File: src/rtl/imu_serial_packet_parser_top_assert.svh
// Assertion macros shared by the IMU packet parser modules.
`ifndef IMU_SERIAL_PACKET_PARSER_TOP_ASSERT_SVH
`define IMU_SERIAL_PACKET_PARSER_TOP_ASSERT_SVH

`ifndef NO_ASSERTIONS
// Checks a property at every rising clock edge outside reset.
`define IMU_ASSERT(label, clk, rst_n, prop) \
    label: assert property (@(posedge clk) disable iff (!(rst_n)) (prop)) \
        else $error("imu parser assertion failed");
// Checks that a condition never holds outside reset.
`define IMU_ASSERT_NEVER(label, clk, rst_n, cond) \
    label: assert property (@(posedge clk) disable iff (!(rst_n)) !(cond)) \
        else $error("imu parser forbidden condition seen");
`else
`define IMU_ASSERT(label, clk, rst_n, prop)
`define IMU_ASSERT_NEVER(label, clk, rst_n, cond)
`endif

`endif

File: src/rtl/imu_spp_pkg.sv
// Shared constants, types and decode function of the IMU packet parser.
package imu_spp_pkg;

    localparam int BYTE_W   = 8;
    localparam int WORD_W   = 16;
    localparam int POS_W    = 4;
    localparam int KIND_W   = 2;
    localparam int FRAME_LEN = 11;

    localparam logic [POS_W-1:0] POS_HUNT = POS_W'(0);
    localparam logic [POS_W-1:0] POS_LAST = POS_W'(FRAME_LEN - 1);

    localparam logic [BYTE_W-1:0] HEADER_BYTE = 8'h55;
    localparam logic [BYTE_W-1:0] TYPE_ACCEL  = 8'h51;
    localparam logic [BYTE_W-1:0] TYPE_GYRO   = 8'h52;
    localparam logic [BYTE_W-1:0] TYPE_ANGLE  = 8'h53;

    localparam logic [KIND_W-1:0] KIND_ACCEL = 2'd0;
    localparam logic [KIND_W-1:0] KIND_GYRO  = 2'd1;
    localparam logic [KIND_W-1:0] KIND_ANGLE = 2'd2;
    localparam logic [KIND_W-1:0] KIND_OTHER = 2'd3;

    // Highest frame byte the back end keeps: type byte and the three words.
    localparam int KEEP_LAST = 7;

    localparam int MID_DEPTH_DEF = 4;
    localparam int OUT_DEPTH_DEF = 2;

    // A kept input byte tagged with its place in the frame.
    typedef struct packed {
        logic [POS_W-1:0]  pos;
        logic [BYTE_W-1:0] data;
    } t_tagged;

    typedef struct packed {
        logic                     checksum_ok;
        logic [KIND_W-1:0]        packet_kind;
        logic signed [WORD_W-1:0] value_x;
        logic signed [WORD_W-1:0] value_y;
        logic signed [WORD_W-1:0] value_z;
    } t_result;

    function automatic logic [KIND_W-1:0] kind_of(input logic [BYTE_W-1:0] type_byte);
        logic [KIND_W-1:0] kind;
        unique case (type_byte)
            TYPE_ACCEL: kind = KIND_ACCEL;
            TYPE_GYRO:  kind = KIND_GYRO;
            TYPE_ANGLE: kind = KIND_ANGLE;
            default:    kind = KIND_OTHER;
        endcase
        return kind;
    endfunction

endpackage

File: src/rtl/imu_spp_queue.sv
// Small register queue used between the parser stages and at the result side.
module imu_spp_queue #(
    parameter int WIDTH = 8,
    parameter int DEPTH = 2
) (
    input  logic             i_clk,
    input  logic             i_rst_n,
    input  logic             i_push,
    input  logic [WIDTH-1:0] i_data,
    output logic             o_full,
    input  logic             i_pop,
    output logic [WIDTH-1:0] o_data,
    output logic             o_empty
);
    localparam int PTR_W = $clog2(DEPTH);
    localparam int CNT_W = $clog2(DEPTH + 1);

    logic [WIDTH-1:0] r_mem [DEPTH];
    logic [PTR_W-1:0] r_wr, n_wr;
    logic [PTR_W-1:0] r_rd, n_rd;
    logic [CNT_W-1:0] r_count, n_count;
    logic             do_push;
    logic             do_pop;

    assign o_full  = (r_count == CNT_W'(DEPTH));
    assign o_empty = (r_count == '0);
    assign o_data  = r_mem[r_rd];
    assign do_push = i_push && !o_full;
    assign do_pop  = i_pop && !o_empty;

    always_comb begin
        n_wr = r_wr;
        n_rd = r_rd;
        if (do_push) begin
            n_wr = (r_wr == PTR_W'(DEPTH - 1)) ? '0 : r_wr + 1'b1;
        end
        if (do_pop) begin
            n_rd = (r_rd == PTR_W'(DEPTH - 1)) ? '0 : r_rd + 1'b1;
        end
        case ({do_push, do_pop})
            2'b10:   n_count = r_count + 1'b1;
            2'b01:   n_count = r_count - 1'b1;
            default: n_count = r_count;
        endcase
    end

    always_ff @(posedge i_clk) begin
        if (!i_rst_n) begin
            r_wr    <= '0;
            r_rd    <= '0;
            r_count <= '0;
        end else begin
            r_wr    <= n_wr;
            r_rd    <= n_rd;
            r_count <= n_count;
        end
    end

    always_ff @(posedge i_clk) begin
        if (do_push) begin
            r_mem[r_wr] <= i_data;
        end
    end

`include "imu_serial_packet_parser_top_assert.svh"

    `IMU_ASSERT_NEVER(a_count_bound, i_clk, i_rst_n, r_count > CNT_W'(DEPTH))
    `IMU_ASSERT(a_count_track, i_clk, i_rst_n, (do_push && !do_pop) |=> !o_empty)

endmodule

File: src/rtl/imu_spp_front.sv
// Front end: hunts for the header and tags every frame byte with its position.
module imu_spp_front (
    input  logic                        i_clk,
    input  logic                        i_rst_n,
    input  logic                        i_accept,
    input  logic [imu_spp_pkg::BYTE_W-1:0] i_rx_byte,
    output logic                        o_push,
    output imu_spp_pkg::t_tagged        o_tagged
);
    import imu_spp_pkg::*;

    logic [POS_W-1:0] r_pos, n_pos;
    logic             keep;

    always_comb begin
        n_pos = r_pos;
        keep  = 1'b0;
        if (i_accept) begin
            if (r_pos == POS_HUNT) begin
                if (i_rx_byte == HEADER_BYTE) begin
                    keep  = 1'b1;
                    n_pos = r_pos + 1'b1;
                end
            end else if (r_pos >= POS_LAST) begin
                keep  = 1'b1;
                n_pos = POS_HUNT;
            end else begin
                keep  = 1'b1;
                n_pos = r_pos + 1'b1;
            end
        end
    end

    assign o_push        = keep;
    assign o_tagged.pos  = r_pos;
    assign o_tagged.data = i_rx_byte;

    always_ff @(posedge i_clk) begin
        if (!i_rst_n) begin
            r_pos <= POS_HUNT;
        end else begin
            r_pos <= n_pos;
        end
    end

`include "imu_serial_packet_parser_top_assert.svh"

    `IMU_ASSERT_NEVER(a_pos_range, i_clk, i_rst_n, r_pos > POS_LAST)
    `IMU_ASSERT(a_hunt_drop, i_clk, i_rst_n, (i_accept && r_pos == POS_HUNT && i_rx_byte != HEADER_BYTE) |=> r_pos == POS_HUNT)

endmodule

File: src/rtl/imu_spp_back.sv
// Back end: collects tagged frame bytes, keeps the checksum and builds results.
module imu_spp_back (
    input  logic                 i_clk,
    input  logic                 i_rst_n,
    input  logic                 i_valid,
    input  imu_spp_pkg::t_tagged i_tagged,
    output logic                 o_pop,
    input  logic                 i_res_full,
    output logic                 o_res_push,
    output imu_spp_pkg::t_result o_result
);
    import imu_spp_pkg::*;

    logic [BYTE_W-1:0] r_bytes [1:KEEP_LAST];
    logic [BYTE_W-1:0] r_sum;
    logic              is_last;

    assign is_last    = (i_tagged.pos == POS_LAST);
    // The closing byte waits until the result queue has room.
    assign o_pop      = i_valid && !(is_last && i_res_full);
    assign o_res_push = o_pop && is_last;

    assign o_result.checksum_ok = (r_sum == i_tagged.data);
    assign o_result.packet_kind = kind_of(r_bytes[1]);
    assign o_result.value_x     = {r_bytes[3], r_bytes[2]};
    assign o_result.value_y     = {r_bytes[5], r_bytes[4]};
    assign o_result.value_z     = {r_bytes[7], r_bytes[6]};

    always_ff @(posedge i_clk) begin
        if (o_pop) begin
            if (i_tagged.pos == POS_HUNT) begin
                r_sum <= i_tagged.data;
            end else begin
                r_sum <= r_sum + i_tagged.data;
            end
            for (int i = 1; i <= KEEP_LAST; i++) begin
                if (i_tagged.pos == POS_W'(i)) begin
                    r_bytes[i] <= i_tagged.data;
                end
            end
        end
    end

`include "imu_serial_packet_parser_top_assert.svh"

    `IMU_ASSERT(a_frame_starts_with_header, i_clk, i_rst_n, (o_pop && i_tagged.pos == POS_HUNT) |-> (i_tagged.data == HEADER_BYTE))

endmodule

File: src/rtl/imu_serial_packet_parser_top.sv
// Top level of the IMU 11-byte serial packet parser.
// This block takes one received serial byte per item and turns each 11-byte frame into one
// result. While hunting it drops every byte other than the header 0x55; after a header it
// takes ten more bytes as data, whatever their values, so a header byte inside a frame does
// not restart it. Each completed frame gives one result item with the checksum flag (byte 10
// against the low 8 bits of the sum of bytes 0 to 9), the kind (0 accel for type 0x51, 1 gyro
// for 0x52, 2 angle for 0x53, 3 any other type) and the first three little-endian signed words
// as raw counts; the temperature word is dropped and results with a bad checksum are still
// delivered. The block takes one byte every clock cycle while full is low. A front end tags
// bytes with their frame position in the cycle they arrive, a queue of MID_DEPTH entries lets
// the back end fall behind, and the back end handles one tagged byte per cycle, writing a result
// into a result queue of OUT_DEPTH entries, but holds a closing byte while that queue is full.
// full rises only when the middle queue fills, which happens only while results wait for pop
// with the result queue full. There are no configuration registers.
module imu_serial_packet_parser_top #(
    parameter int MID_DEPTH = imu_spp_pkg::MID_DEPTH_DEF,
    parameter int OUT_DEPTH = imu_spp_pkg::OUT_DEPTH_DEF
) (
    input  logic                                     i_clk,
    input  logic                                     i_rst_n,
    input  logic                                     push,
    output logic                                     full,
    input  logic [imu_spp_pkg::BYTE_W-1:0]           i_rx_byte,
    output logic                                     empty,
    input  logic                                     pop,
    output logic                                     o_checksum_ok,
    output logic [imu_spp_pkg::KIND_W-1:0]           o_packet_kind,
    output logic signed [imu_spp_pkg::WORD_W-1:0]    o_value_x,
    output logic signed [imu_spp_pkg::WORD_W-1:0]    o_value_y,
    output logic signed [imu_spp_pkg::WORD_W-1:0]    o_value_z
);
    import imu_spp_pkg::*;

    // Front end side: an input item is taken whenever the middle queue has room.
    logic    accept;
    logic    front_push;
    t_tagged front_tagged;

    // Middle queue output toward the back end.
    logic    mid_empty;
    logic    back_pop;
    t_tagged mid_tagged;

    // Result queue input from the back end.
    logic    res_push;
    logic    res_full;
    t_result back_result;
    t_result head_result;

    assign accept = push && !full;

    imu_spp_front u_front (
        .i_clk     (i_clk),
        .i_rst_n   (i_rst_n),
        .i_accept  (accept),
        .i_rx_byte (i_rx_byte),
        .o_push    (front_push),
        .o_tagged  (front_tagged)
    );

    imu_spp_queue #(
        .WIDTH ($bits(t_tagged)),
        .DEPTH (MID_DEPTH)
    ) u_mid_queue (
        .i_clk   (i_clk),
        .i_rst_n (i_rst_n),
        .i_push  (front_push),
        .i_data  (front_tagged),
        .o_full  (full),
        .i_pop   (back_pop),
        .o_data  (mid_tagged),
        .o_empty (mid_empty)
    );

    imu_spp_back u_back (
        .i_clk      (i_clk),
        .i_rst_n    (i_rst_n),
        .i_valid    (!mid_empty),
        .i_tagged   (mid_tagged),
        .o_pop      (back_pop),
        .i_res_full (res_full),
        .o_res_push (res_push),
        .o_result   (back_result)
    );

    imu_spp_queue #(
        .WIDTH ($bits(t_result)),
        .DEPTH (OUT_DEPTH)
    ) u_res_queue (
        .i_clk   (i_clk),
        .i_rst_n (i_rst_n),
        .i_push  (res_push),
        .i_data  (back_result),
        .o_full  (res_full),
        .i_pop   (pop),
        .o_data  (head_result),
        .o_empty (empty)
    );

    assign o_checksum_ok = head_result.checksum_ok;
    assign o_packet_kind = head_result.packet_kind;
    assign o_value_x     = head_result.value_x;
    assign o_value_y     = head_result.value_y;
    assign o_value_z     = head_result.value_z;

endmodule

File: config.mk
export PLATFORM = sky130hd
export DESIGN_NAME = imu_serial_packet_parser_top
export DESIGN_NICKNAME = d
export VERILOG_FILES = /design/src/rtl/imu_spp_pkg.sv /design/src/rtl/imu_spp_queue.sv /design/src/rtl/imu_spp_front.sv /design/src/rtl/imu_spp_back.sv /design/src/rtl/imu_serial_packet_parser_top.sv
export VERILOG_INCLUDE_DIRS = /design/src /design/src/rtl
export SDC_FILE = /design/constraint.sdc
export NUM_CORES = 1
export LEC_CHECK = 0
export BUFFER_PORTS_ARGS = -buffer_cell sky130_fd_sc_hd__buf_4
export CAP_MARGIN = 20
export CORE_ASPECT_RATIO = 1.25
export CORE_MARGIN = 1.5
export CORE_UTILIZATION = 55
export CTS_CLUSTER_DIAMETER = 120
export DETAILED_ROUTE_END_ITERATION = 7
export PLACE_DENSITY = 0.75
export SLEW_MARGIN = 20
export SYNTH_ARGS = -nofsm -noshare
export SYNTH_HDL_FRONTEND = slang
export SYNTH_SLANG_ARGS = --single-unit
File: constraint.sdc
create_clock -name i_clk -period 5.7 [get_ports i_clk]
set_input_delay 1.14 -clock i_clk [delete_from_list [all_inputs] [get_ports i_clk]]
set_output_delay 1.14 -clock i_clk [all_outputs]
set_load 0.02 [all_outputs]
Word level (Yosys, flattened, before mapping):

Memory sizes are Yosys's and may differ from the RTL's. A register that Yosys moved wholly into a read port is not among the register bits.
Cells that the tools add are included.

* register bits: 23
* RAM bits: 206
* bits of input ports: 12
* output and inout port bits: 53
* logic and storage cells: 131
* memories: 3

* $add $sub $neg: 10
* order comparisons: 1
* eq/ne operators: 22
* muxes and demuxes: 61
* reductions and logical operators: 26

Memory list
* u_res_queue.r_mem: depth 2, bits a word 51, rd ports 1, clocked after memory_dff 1, wr ports 1, RTL line imu_spp_queue.sv:18 `logic [WIDTH-1:0] r_mem [DEPTH];`
* u_back.r_bytes: depth 7, bits a word 8, rd ports 7, clocked after memory_dff 0, wr ports 1, RTL line imu_spp_back.sv:14 `logic [BYTE_W-1:0] r_bytes [1:KEEP_LAST];`
* u_mid_queue.r_mem: depth 4, bits a word 12, rd ports 1, clocked after memory_dff 1, wr ports 1, RTL line imu_spp_queue.sv:18

Operator list (count)
* $mux 8: 7
* $reduce_or 8->1: 6
* $mux 1: 38
* $eq 8x7->1 const B: 4
* $mux 3: 6
* $eq 4x3->1 const B: 4
* $mux 4: 3
* $eq 2x2->1 const B: 5
* $add 8x8->8: 1
* $eq 4x2->1 const B: 2
* $eq 8x8->1: 1
* $logic_and 1x1->1: 8
* $logic_not 4->1: 2
* $mux 2: 4
* $add 2x1->2 const B: 3
* $pmux 2 s3: 1
* $pmux 3 s2: 1
* $logic_not 1->1: 5
* $add 4x1->4 const B: 1
* $eq 2x1->1 const B: 2
* $eq 4x1->1 const B: 1
* $eq 4x4->1 const B: 1
* $ge 4x4->1 const B: 1
* $pmux 2 s2: 1
* other kinds (10): 12

Longest topological paths before layout:

Gate-level depths: netlist (run 1).

* depth in word-level cells: 13
* gate-level depth with buffers: 11
* gate-level depth less buffers: 10

Modules after synthesis:

A second synthesis (run 1) with hierarchy kept.

* cells, all modules: 543
* area total of the unflattened synthesis: 9455.3 um2

By module, submodules not included
* imu_spp_queue at u_res_queue: times used 1, cells an instance 185, area an instance 3902.5 um2, sequential area each 3163.0 um2
* imu_spp_back: times used 1, cells an instance 194, area an instance 2876.5 um2, sequential area each 1921.8 um2
* imu_spp_queue at u_mid_queue: times used 1, cells an instance 118, area an instance 2238.4 um2, sequential area each 1621.6 um2
* imu_spp_front: times used 1, cells an instance 44, area an instance 420.4 um2, sequential area each 80.1 um2
* imu_serial_packet_parser_top: times used 1, cells an instance 2, area an instance 17.5 um2, sequential area each 0.0 um2

Least setup slack after synthesis (run 1):

OpenSTA, ideal clock, no wires.

* path type: register -> register
* start point: register with a tool-made name
* end point: memory u_res_queue.r_mem[1][0] (netlist bit) (enable)
* arrival time: 3.683 ns
* slack: 1.558 ns
* cell stages (with the launch flop): 6
* clock period less this slack: 4.142 ns
* cell sequence: dfxtp_1 buf_6 mux4_2 and4bb_4 nand3_2 nor2_1

RTL lines (RTL line)
* end: declaration: imu_spp_queue.sv:18

==> metrics.md, run 1 <==
| Metric | Value |
|---|---|
| Pint | 0.00308 W |
| DRT Pass-1 Iters | 4 |
| Gate power share | 0.204 |
| Post-Route WL | 14200 um |
| Clock Pin Slew Worst Setup and Hold Paths | 0.07 ns |
| Worst vdd ir | 0.329 mV |
| Max-cap violations | 0 |
| Critical path endpoint category | flop |
| Die area | 16900 um^2 |
| IO Count | 65 |
| Number of global-route vias before repair | 4271 |
| Largest net degree at the start of global routing | 41 |
| CP required | 6.09 ns |
| Post-DP HPWL | 8940 um |
| Num rows | 51 |
| Slew @ Worst Pin | 0.976 ns |
| Critical path type | flop to flop |
| CTS Buffer Depth | 3 |
| RSZ-0062 raised after global routing | no |
| Sw Pwr | 0.00112 W |
| Leakage | 3.45 nW |
| Total gr overflow | 0 |
| Seq/Total Area, Yosys | 0.767 |
| Seq pwr share | 0.496 |
| Most frequent cells in the layout | 214 x edfxtp_1, 68 x buf_4, 52 x mux2_2, 21 x clkbuf_16 |
| Average size of a mapped cell | 19.1 um^2 |
| Die W | 116 um |
| Crit path launch type | flop |
| Area leader, netlist | edfxtp_1 |
| PD cells | 410 nW/um^2 |
| Post-synth EDFFs | 214 |
| Post-synth top area share | 0.726 |
| Arrival @ worst endpoint | 4.00 ns |
| TritonCTS buffer count | 21 |
| Minimum clock period | 3.61 ns |
| Gr usage total | 0.175 |
| Initial Utilization | 0.566 |
| Global-route wire length before repair | 21900 um |
| Clock sinks | 232 |
| Distinct cells, synth | 47 |
| Ys Warns | 0 |
| Period utilization | 0.633 |
| Leading register cell type out of synthesis | edfxtp_1 |
| Mapped Nets | 494 |
| Clock power frac | 0.299 |
| Share of layout cells above drive strength 1 | 0.308 |
| Cell Area, Synth | 8850 um^2 |
| Net Sw Frac | 0.267 |
| WL/cell | 18.4 um |
| DR vias | 4147 |
| Antenna fix cells | 0 |
| HP Class | flop to flop |
| Fin cells | 771 |
| Die Y | 145 um |
| Top post-synthesis cells by area | edfxtp_1 73%, mux2_2 6.6%, dfxtp_1 4.1%, ha_1 2.4%, mux4_1 2.4% |
| Placed insts | 732 |
| Final setup viols | 0 |
| Nets@finish | 576 |
| CTS Hold Bufs | 0 |
| H-tree level count | 1 |
| Post-synthesis to final-layout area growth | 15.9% |
| Endpoints failing hold | 0 |
| Post-synth ARST share | 0 |
| Max-Slew Margin vs Limit | 0.346 |
| Post-CTS setup buffers | 0 |
| DRT antenna net count | 0 |
| Initial antenna violation count | 0 |
| Starting DRT DRC Count | 235 |
| Critical-path maximum fanout | 12 |
| Drt via density | 5.38 |
| GP Congestion | 0.717 |
| Post-CTS sizing | 0 |
| # fillers | 1034 |
| Core Box Area | 15600 um^2 |
| CTS tree | built |
| Most common cell after layout, fill and taps aside | edfxtp_1 |
| FMAX | 0.277 GHz |
| Port bufs | 64 |
| Status | finished, final reports clean |
| Fin. max-slew vios | 0 |
| Register bit total from synthesis | 232 |
| Drt drc | 0 |
| Clock latency on the worst-skew pair | 0.50 ns |
| Worst Clk Skew | 0.0242 ns |
| Gate Count Post-Synth | 463 |
| Setup TNS Final | 0 ns |
| Root Buffer | clkbuf_16 |
[synthesized netlist by cell type, types with 2 or more instances]
| library cell | instances |
|---|---|
| edfxtp_1 | 214 |
| mux2_2 | 52 |
| dfxtp_1 | 18 |
| ha_1 | 17 |
| nor2_1 | 15 |
| inv_1 | 14 |
| nand2_1 | 13 |
| nor3_1 | 9 |
| mux4_1 | 8 |
| nor2b_1 | 8 |
| o21ai_0 | 8 |
| and2_1 | 7 |
| xnor2_1 | 7 |
| clkbuf_1 | 5 |
| mux2i_1 | 5 |
| o21a_1 | 5 |
| xor2_1 | 5 |
| buf_1 | 4 |
| mux4_2 | 4 |
| o21ai_2 | 4 |
| a21oi_1 | 3 |
| a31oi_1 | 3 |
| or3_1 | 3 |
| a21boi_0 | 2 |
| a21o_1 | 2 |
| buf_6 | 2 |
| fa_1 | 2 |
| nand2b_1 | 2 |
| nor4_1 | 2 |
| nor4bb_1 | 2 |
| o31ai_1 | 2 |
[metal layers]
layer,vias to the layer above,part of all wire,GRT usage,wire length [um]
met4,0,0.033,0.0648,466
met1,2057,0.40,0.210,5740
met3,27,0.041,0.0254,589
met5,-,0,0,0
li1,1964,-,-,-
met2,99,0.52,0.319,7400
[worst max-delay path, cell delays in order (launching register included)]
cell,delay [ns]
dfxtp_1,0.75
mux4_2,0.67
and4bb_4,0.26
a31oi_4,0.45
ha_1,0.26
inv_1,0.06
fa_1,0.38
xor2_1,0.16
or3_1,0.30
a21boi_0,0.21
[area by class of cell]
type | count | area (um^2) | share of cell area
tap | 212 | 265 | 0.0259
timing repair buffer | 70 | 558 | 0.0544
clock buffer | 26 | 554 | 0.0540
clock inverter | 11 | 62.6 | 0.00610
inverter | 14 | 52.6 | 0.00512
multi-input combinational | 206 | 1980 | 0.193
sequential | 232 | 6790 | 0.662
[through the flow]
stage | area [um^2] | power [W] | util | setup WS (ns) | hold slack, ns
3_3_place_gp | 9580 | 0.00295 | 0.613 | 1.98 | 0.422
6_report | 10300 | 0.00420 | 0.656 | 2.09 | 0.429
4_1_cts | 10200 | 0.00424 | 0.653 | 1.95 | 0.431
5_1_grt | 10300 | 0.00440 | 0.656 | 1.87 | 0.447
3_5_place_dp | 9590 | 0.00299 | 0.613 | 1.81 | 0.429
2_1_floorplan | 8850 | 0.00275 | - | 1.56 | 0.421
[final timing paths]
| kind | startpoint | endpoint | slack (ns) | depth (start not counted) |
|---|---|---|---|---|
| setup / recovery | flop | u_mid_queue.r_count[2] | 2.09 | 9 |
| hold / removal | u_back.r_bytes[6][1] | u_res_queue.r_mem[0][1] | 0.43 | 0 |
| setup reg to reg | flop | u_mid_queue.r_count[2] | 2.09 | 9 |
| hold reg to reg | u_back.r_bytes[6][1] | u_res_queue.r_mem[0][1] | 0.43 | 0 |
[kinds of logic after synthesis]
kind of cell / Yosys count / share of synthesized area
and+or+nand+nor: 71 / 0.0455
adders and majority gates: 19 / 0.0286
xor gates and xnor gates: 12 / 0.0119
AOI/OAI and AO/OA: 35 / 0.0290
muxes: 69 / 0.106
buffers and inverters: 25 / 0.0123
DFF: 232 / 0.767
[power groups by stage]
| stage | logic, W | clock network [W] | registers, W |
|---|---|---|---|
| 4_1_cts | 0.000870 | 0.00128 | 0.00209 |
| 5_1_grt | 0.000958 | 0.00135 | 0.00210 |
| 6_report | 0.000859 | 0.00126 | 0.00209 |
| 3_5_place_dp | 0.000867 | 0 | 0.00212 |
| 2_1_floorplan | 0.000659 | 0 | 0.00209 |
| 3_3_place_gp | 0.000832 | 0 | 0.00212 |
[sequential cells by signal, summed over array words and instances, names as in the netlist, named ones only]
signal / cells
u_back.r_sum: 8
u_mid_queue.r_wr: 2
u_mid_queue.r_mem: 48
u_res_queue.r_count: 2
u_mid_queue.r_count: 3
u_res_queue.r_rd: 1
u_back.r_bytes: 56
u_mid_queue.r_rd: 2
u_res_queue.r_mem: 102
u_front.r_pos: 4
u_res_queue.r_wr: 1
(Power assumes the default switching activity.)
==> run 2, diff against run 1 <==
Settings changed: ABC_AREA from default to 1.
Clock period 5.7 ns to 3.5 ns, I/O delays scaled along.
==> metrics.md, run 2 <==
| Metric | Value |
|---|---|
| DR vias | 4799 |
| Worst vdd ir | 0.391 mV |
| Max-cap violations | 0 |
| Clock Pin Slew Worst Setup and Hold Paths | 0.07 ns |
| PD cells | 821 nW/um^2 |
| Post-Synth XOR/XNOR Area | 0.00677 |
| Largest family of logic cells by synthesized area | simple AND/OR/NAND/NOR gates |
| Period utilization | 0.844 |
| Post-CTS sizing | 0 |
| Area share of and/or/nand/nor cells after synthesis | 0.0827 |
| Area leader, netlist | edfxtp_1 |
| Port bufs | 64 |
| Post-CTS setup buffers | 0 |
| H-tree level count | 1 |
| Post-synthesis to final-layout area growth | 15.6% |
| Top-count cell post-synth | edfxtp_1 |
| Core Box Area | 16100 um^2 |
| FMAX | 0.338 GHz |
| Synth Area in Compound Gates | 0.0376 |
| GP Congestion | 0.789 |
| Post-Route WL | 15000 um |
| Critical path endpoint category | flop |
| TritonCTS buffer count | 21 |
| Starting DRT DRC Count | 287 |
| Die W | 118 um |
| Most frequent cells in the layout | 214 x edfxtp_1, 79 x buf_4, 62 x nand2_1, 51 x mux2_2, 42 x inv_1 |
| Clock sinks | 232 |
| Die Y | 147 um |
| Post-synth EDFFs | 214 |
| Top post-synthesis cells by area | edfxtp_1 71%, mux2_2 6.3%, dfxtp_1 4.0%, nand2_1 2.6%, ha_1 2.3% |
| Share of layout cells above drive strength 1 | 0.286 |
| RSZ-0062 raised after global routing | no |
| Initial Utilization | 0.562 |
| Slew @ Worst Pin | 0.767 ns |
| CTS tree | built |
| Cell Area, Synth | 9060 um^2 |
| Max-Slew Margin vs Limit | 0.487 |
| Drt via density | 5.30 |
| Ys Warns | 0 |
| WL/cell | 16.6 um |
| Largest register FFs | 102 |
| Biggest regs | u_res_queue.r_mem (102), u_back.r_bytes (56), u_mid_queue.r_mem (48) |
| Post-synth ARST share | 0 |
| Nets@finish | 707 |
| Crit path launch type | flop |
| Num rows | 52 |
| Largest net degree at the start of global routing | 52 |
| DRT antenna net count | 0 |
| Gr usage total | 0.177 |
| Portion of netlist area occupied by mux cells | 0.0634 |
| Register bit total from synthesis | 232 |
| Post-DP HPWL | 9720 um |
| Critical-path maximum fanout | 24 |
| Dpl cell area | 9860 um^2 |
| Endpoints failing hold | 0 |
| Arrival @ worst endpoint | 3.33 ns |
| Leakage | 3.78 nW |
| Most common cell after layout, fill and taps aside | edfxtp_1 |
| Setup TNS Final | 0 ns |
| Fin. max-slew vios | 0 |
| Initial antenna violation count | 0 |
| Largest reg by FF count | u_res_queue.r_mem |
| Minimum clock period | 2.95 ns |
| Number of global-route vias before repair | 4797 |
| Clock latency on the worst-skew pair | 0.49 ns |
| Worst Clk Skew | 0.00759 ns |
| Post-synth top area share | 0.709 |
| Distinct cells, synth | 35 |
| Drt drc | 0 |
| Critical path type | flop to flop |
| Status | finished, final reports clean |
| Mapped Nets | 620 |
| Leading register cell type out of synthesis | edfxtp_1 |
| CTS Buffer Depth | 3 |
| List of most frequent post-synthesis cells | 214 x edfxtp_1, 62 x nand2_1, 51 x mux2_2, 43 x inv_1, 41 x nor2_1 |
| CTS Hold Bufs | 0 |
| Final instance area | 10500 um^2 |
| Seq/Total Area, Yosys | 0.749 |
| HP Class | primary input to flop |
| Die area | 17300 um^2 |
| IO Count | 65 |
| Total gr overflow | 0 |
| Global-route wire length before repair | 24100 um |
| DRT Pass-1 Iters | 5 |
| Final setup viols | 0 |
| FF-to-FF setup slack | 0.55 ns |
| Root Buffer | clkbuf_16 |
| Post-Synth Adder-Cell Area | 0.0279 |
| CP required | 3.87 ns |
| Average size of a mapped cell | 15.4 um^2 |
| Antenna fix cells | 0 |
| Gate Count Post-Synth | 589 |
run 2: routing by layer:
metal	vias up	GRT usage	routed length (um)
met5	-	0	0
met4	0	0.0921	641
met3	42	0.0250	732
met2	149	0.306	7530
met1	2315	0.219	6130
li1	2293	-	-
run 2: final timing paths:
check                        from                       to  cells past startpoint
min                  i_rx_byte[1]  u_mid_queue.r_mem[1][1]                      1
max                          flop   u_mid_queue.r_count[2]                     15
max reg2reg                  flop   u_mid_queue.r_count[2]                     15
min reg2reg  u_back.r_bytes[6][1]  u_res_queue.r_mem[0][1]                      0
run 2: layout make-up:
cell class	instances	area [um^2]
clock inverter	8	48.8
multi-input combinational	293	1990
inverter	47	181
fill	1127	5660
tap	216	270
clock buffer	28	572
sequential	232	6790
timing repair buffer	81	633
run 2: metrics by stage:
step	hold slack, ns	setup WS (ns)	std cells	power (W)	util
2_1_floorplan	0.421	0.706	589	0.00574	-
3_3_place_gp	0.423	0.736	869	0.00648	0.611
3_5_place_dp	0.429	0.577	869	0.00658	0.611
4_1_cts	0.410	0.547	905	0.00864	0.649
5_1_grt	0.414	0.163	905	0.00904	0.649
6_report	0.423	0.546	905	0.00860	0.649
run 2: power breakdown:
part	switching, W	internal [W]
Clock	0.000911	0.00115
Combinational	0.00170	0.00102
Sequential	0.000194	0.00362
Total	0.00281	0.00579
run 2: kinds of logic after synthesis:
| logic type | Yosys count |
|---|---|
| DFF | 232 |
| and+or+nand+nor | 155 |
| buffers and inverters | 64 |
| AOI/OAI and AO/OA | 61 |
| muxes | 51 |
| adders and majority gates | 19 |
| xor gates and xnor gates | 7 |
run 2: worst max-delay path: stages (launching register included):
cell and delay, ns:
dfxtp_1 0.71, inv_6 0.18, nand2_1 0.10, nand3_1 0.08
nand2_2 0.16, nor2_4 0.08, nand3_4 0.09, nand2_2 0.07
inv_2 0.21, ha_1 0.19, inv_1 0.07, fa_1 0.38
a21oi_1 0.15, o21ai_0 0.12, o21ai_0 0.18, a21oi_1 0.06
==> run 3, diff against run 2 <==
Settings changed: CORE_UTILIZATION 55 to 54, PLACE_DENSITY 0.75 to 0.76.
Clock period 3.5 ns to 2.5 ns, I/O delays scaled along.
==> metrics.md, run 3 (synthesis results as in run 2) <==
| Metric | Value |
|---|---|
| Post-synthesis to final-layout area growth | 18.7% |
| Num rows | 52 |
| Clock sinks | 232 |
| Root Buffer | clkbuf_16 |
| Place WS | 0.0821 ns |
| HP Class | primary input to flop |
| Endpoints failing hold | 0 |
| Final Core Density | 0.659 |
| Most frequent cells in the layout | 214 x edfxtp_1, 83 x buf_4, 62 x nand2_1, 51 x mux2_2, 42 x inv_1 |
| Starting DRT DRC Count | 351 |
| Initial antenna violation count | 0 |
| WL/cell | 16.9 um |
| Drt via density | 5.26 |
| Critical-path maximum fanout | 24 |
| Slew @ Worst Pin | 0.790 ns |
| FMAX | 0.422 GHz |
| Largest net degree at the start of global routing | 52 |
| CP required | 2.87 ns |
| Share of layout cells above drive strength 1 | 0.301 |
| Initial Utilization | 0.555 |
| Fin. max-slew vios | 0 |
| DR vias | 4820 |
| Final Power | 0.0128 W |
| Minimum clock period | 2.37 ns |
| Critical Path Sink | u_mid_queue.r_count[2] |
| Critical path type | flop to flop |
| Reg2reg end | u_mid_queue.r_count[2] |
| Crit path launch type | flop |
| Max-cap violations | 0 |
| Clock Pin Slew Worst Setup and Hold Paths | 0.06 ns |
| Gr usage total | 0.175 |
| Biggest regs | u_res_queue.r_mem (102), u_back.r_bytes (56), u_mid_queue.r_mem (48) |
| Port bufs | 64 |
| Largest reg by FF count | u_res_queue.r_mem |
| Drt drc | 0 |
| Antenna fix cells | 0 |
| Core Box Area | 16300 um^2 |
| GP Congestion | 0.879 |
| TritonCTS buffer count | 22 |
| RSZ-0062 raised after global routing | no |
| Arrival @ worst endpoint | 2.74 ns |
| Critical path endpoint category | flop |
| PD cells | 1190 nW/um^2 |
| Worst Clk Skew | 0.0166 ns |
| HP Start | i_rx_byte[7] |
| CTS Buffer Depth | 3 |
| DRT Pass-1 Iters | 4 |
| Worst Slack Setup Final | 0.128 ns |
| R2R depth | 16 |
| Global-route wire length before repair | 24200 um |
| Period utilization | 0.949 |
| Leakage | 3.91 nW |
| Hold slack | 0.212 ns |
| CTS Hold Bufs | 0 |
| Status | finished, final reports clean |
| Post-Route WL | 15500 um |
| DRT antenna net count | 0 |
| Die Y | 148 um |
| CTS tree | built |
| Nets@finish | 715 |
| FF-to-FF setup slack | 0.13 ns |
| Most common cell after layout, fill and taps aside | edfxtp_1 |
| IO Count | 65 |
| Worst vdd ir | 0.567 mV |
| Max-Slew Margin vs Limit | 0.471 |
| Largest register FFs | 102 |
| Final setup viols | 0 |
| Die area | 17600 um^2 |
| Number of global-route vias before repair | 4798 |
| Total gr overflow | 0 |
| H-tree level count | 1 |
| Setup TNS Final | 0 ns |
| Clock latency on the worst-skew pair | 0.50 ns |
| Die W | 119 um |
| Post-DP HPWL | 10000 um |
==> run 3: cell count changes in the layout (fill, tap and decap cells not counted), sizes merged <==
cell and delta:
buf +6, bufinv +5, clkbuf +5, inv -3, clkinv -1, clkinvlp -1
==> run 3: cell type report <==
| class | count | area, um^2 |
|---|---|---|
| inverters | 47 | 189 |
| clock inverters | 8 | 168 |
| flip-flops and latches | 232 | 6790 |
| multi-input cells | 293 | 2000 |
| well taps | 216 | 270 |
| fillers | 1106 | 5570 |
| clock buffers | 32 | 609 |
| repair buffers | 88 | 728 |
==> run 3: worst min-delay path by stage <==
stage / to / slack (ns) / depth (start not counted)
2_1_floorplan: u_res_queue.r_mem[0][0] / 0.42 / 0
3_3_place_gp: u_res_queue.r_mem[0][46] / 0.42 / 0
3_5_place_dp: u_res_queue.r_mem[1][9] / 0.43 / 0
4_1_cts: u_mid_queue.r_mem[0][7] / 0.20 / 1
5_1_grt: u_mid_queue.r_mem[0][7] / 0.20 / 1
6_report: u_mid_queue.r_mem[1][7] / 0.21 / 1
==> run 3: report_power, final <==
| group | leakage (nW) | switching, W | internal (W) |
|---|---|---|---|
| clock | 0.373 | 0.00133 | 0.00221 |
| combinational | 1.45 | 0.00245 | 0.00154 |
| sequential | 2.08 | 0.000210 | 0.00508 |
| total | 3.91 | 0.00399 | 0.00883 |
==> run 3: per-layer routing <==
metal  share of wire  vias up  global-route usage
met5               0        -                   0
met4           0.025        0              0.0608
met1            0.40     2359               0.212
met2            0.53      119               0.320
met3           0.047       32              0.0278
li1                -     2310                   -
==> run 3: worst max-delay path: stages (launching register included) <==
cell and delay, ns:
dfxtp_4 0.37, buf_12 0.14, clkinv_8 0.10, nand2_1 0.09, nand3_1 0.09, nand2_2 0.12, nor2_4 0.06, nand3_4 0.08
nand2_2 0.07, inv_2 0.07, ha_1 0.13, inv_1 0.06, fa_1 0.39, a21oi_1 0.16, o21ai_0 0.12, o21ai_1 0.14
a21oi_1 0.05
==> run 3: metrics by stage <==
step / area, um^2 / instances
final: 10800 / 916
after global routing: 10800 / 916
after CTS: 10700 / 914
after detailed placement: 9930 / 874
after global placement: 9930 / 874
after floorplan: 9080 / 589
==> run 3: what timing repair did <==
action                                  CTS  global route
endpoints found under the hold margin     0             0
endpoints found under the setup margin    0             4
setup buffers                             0             1
gates resized for setup                   0             6
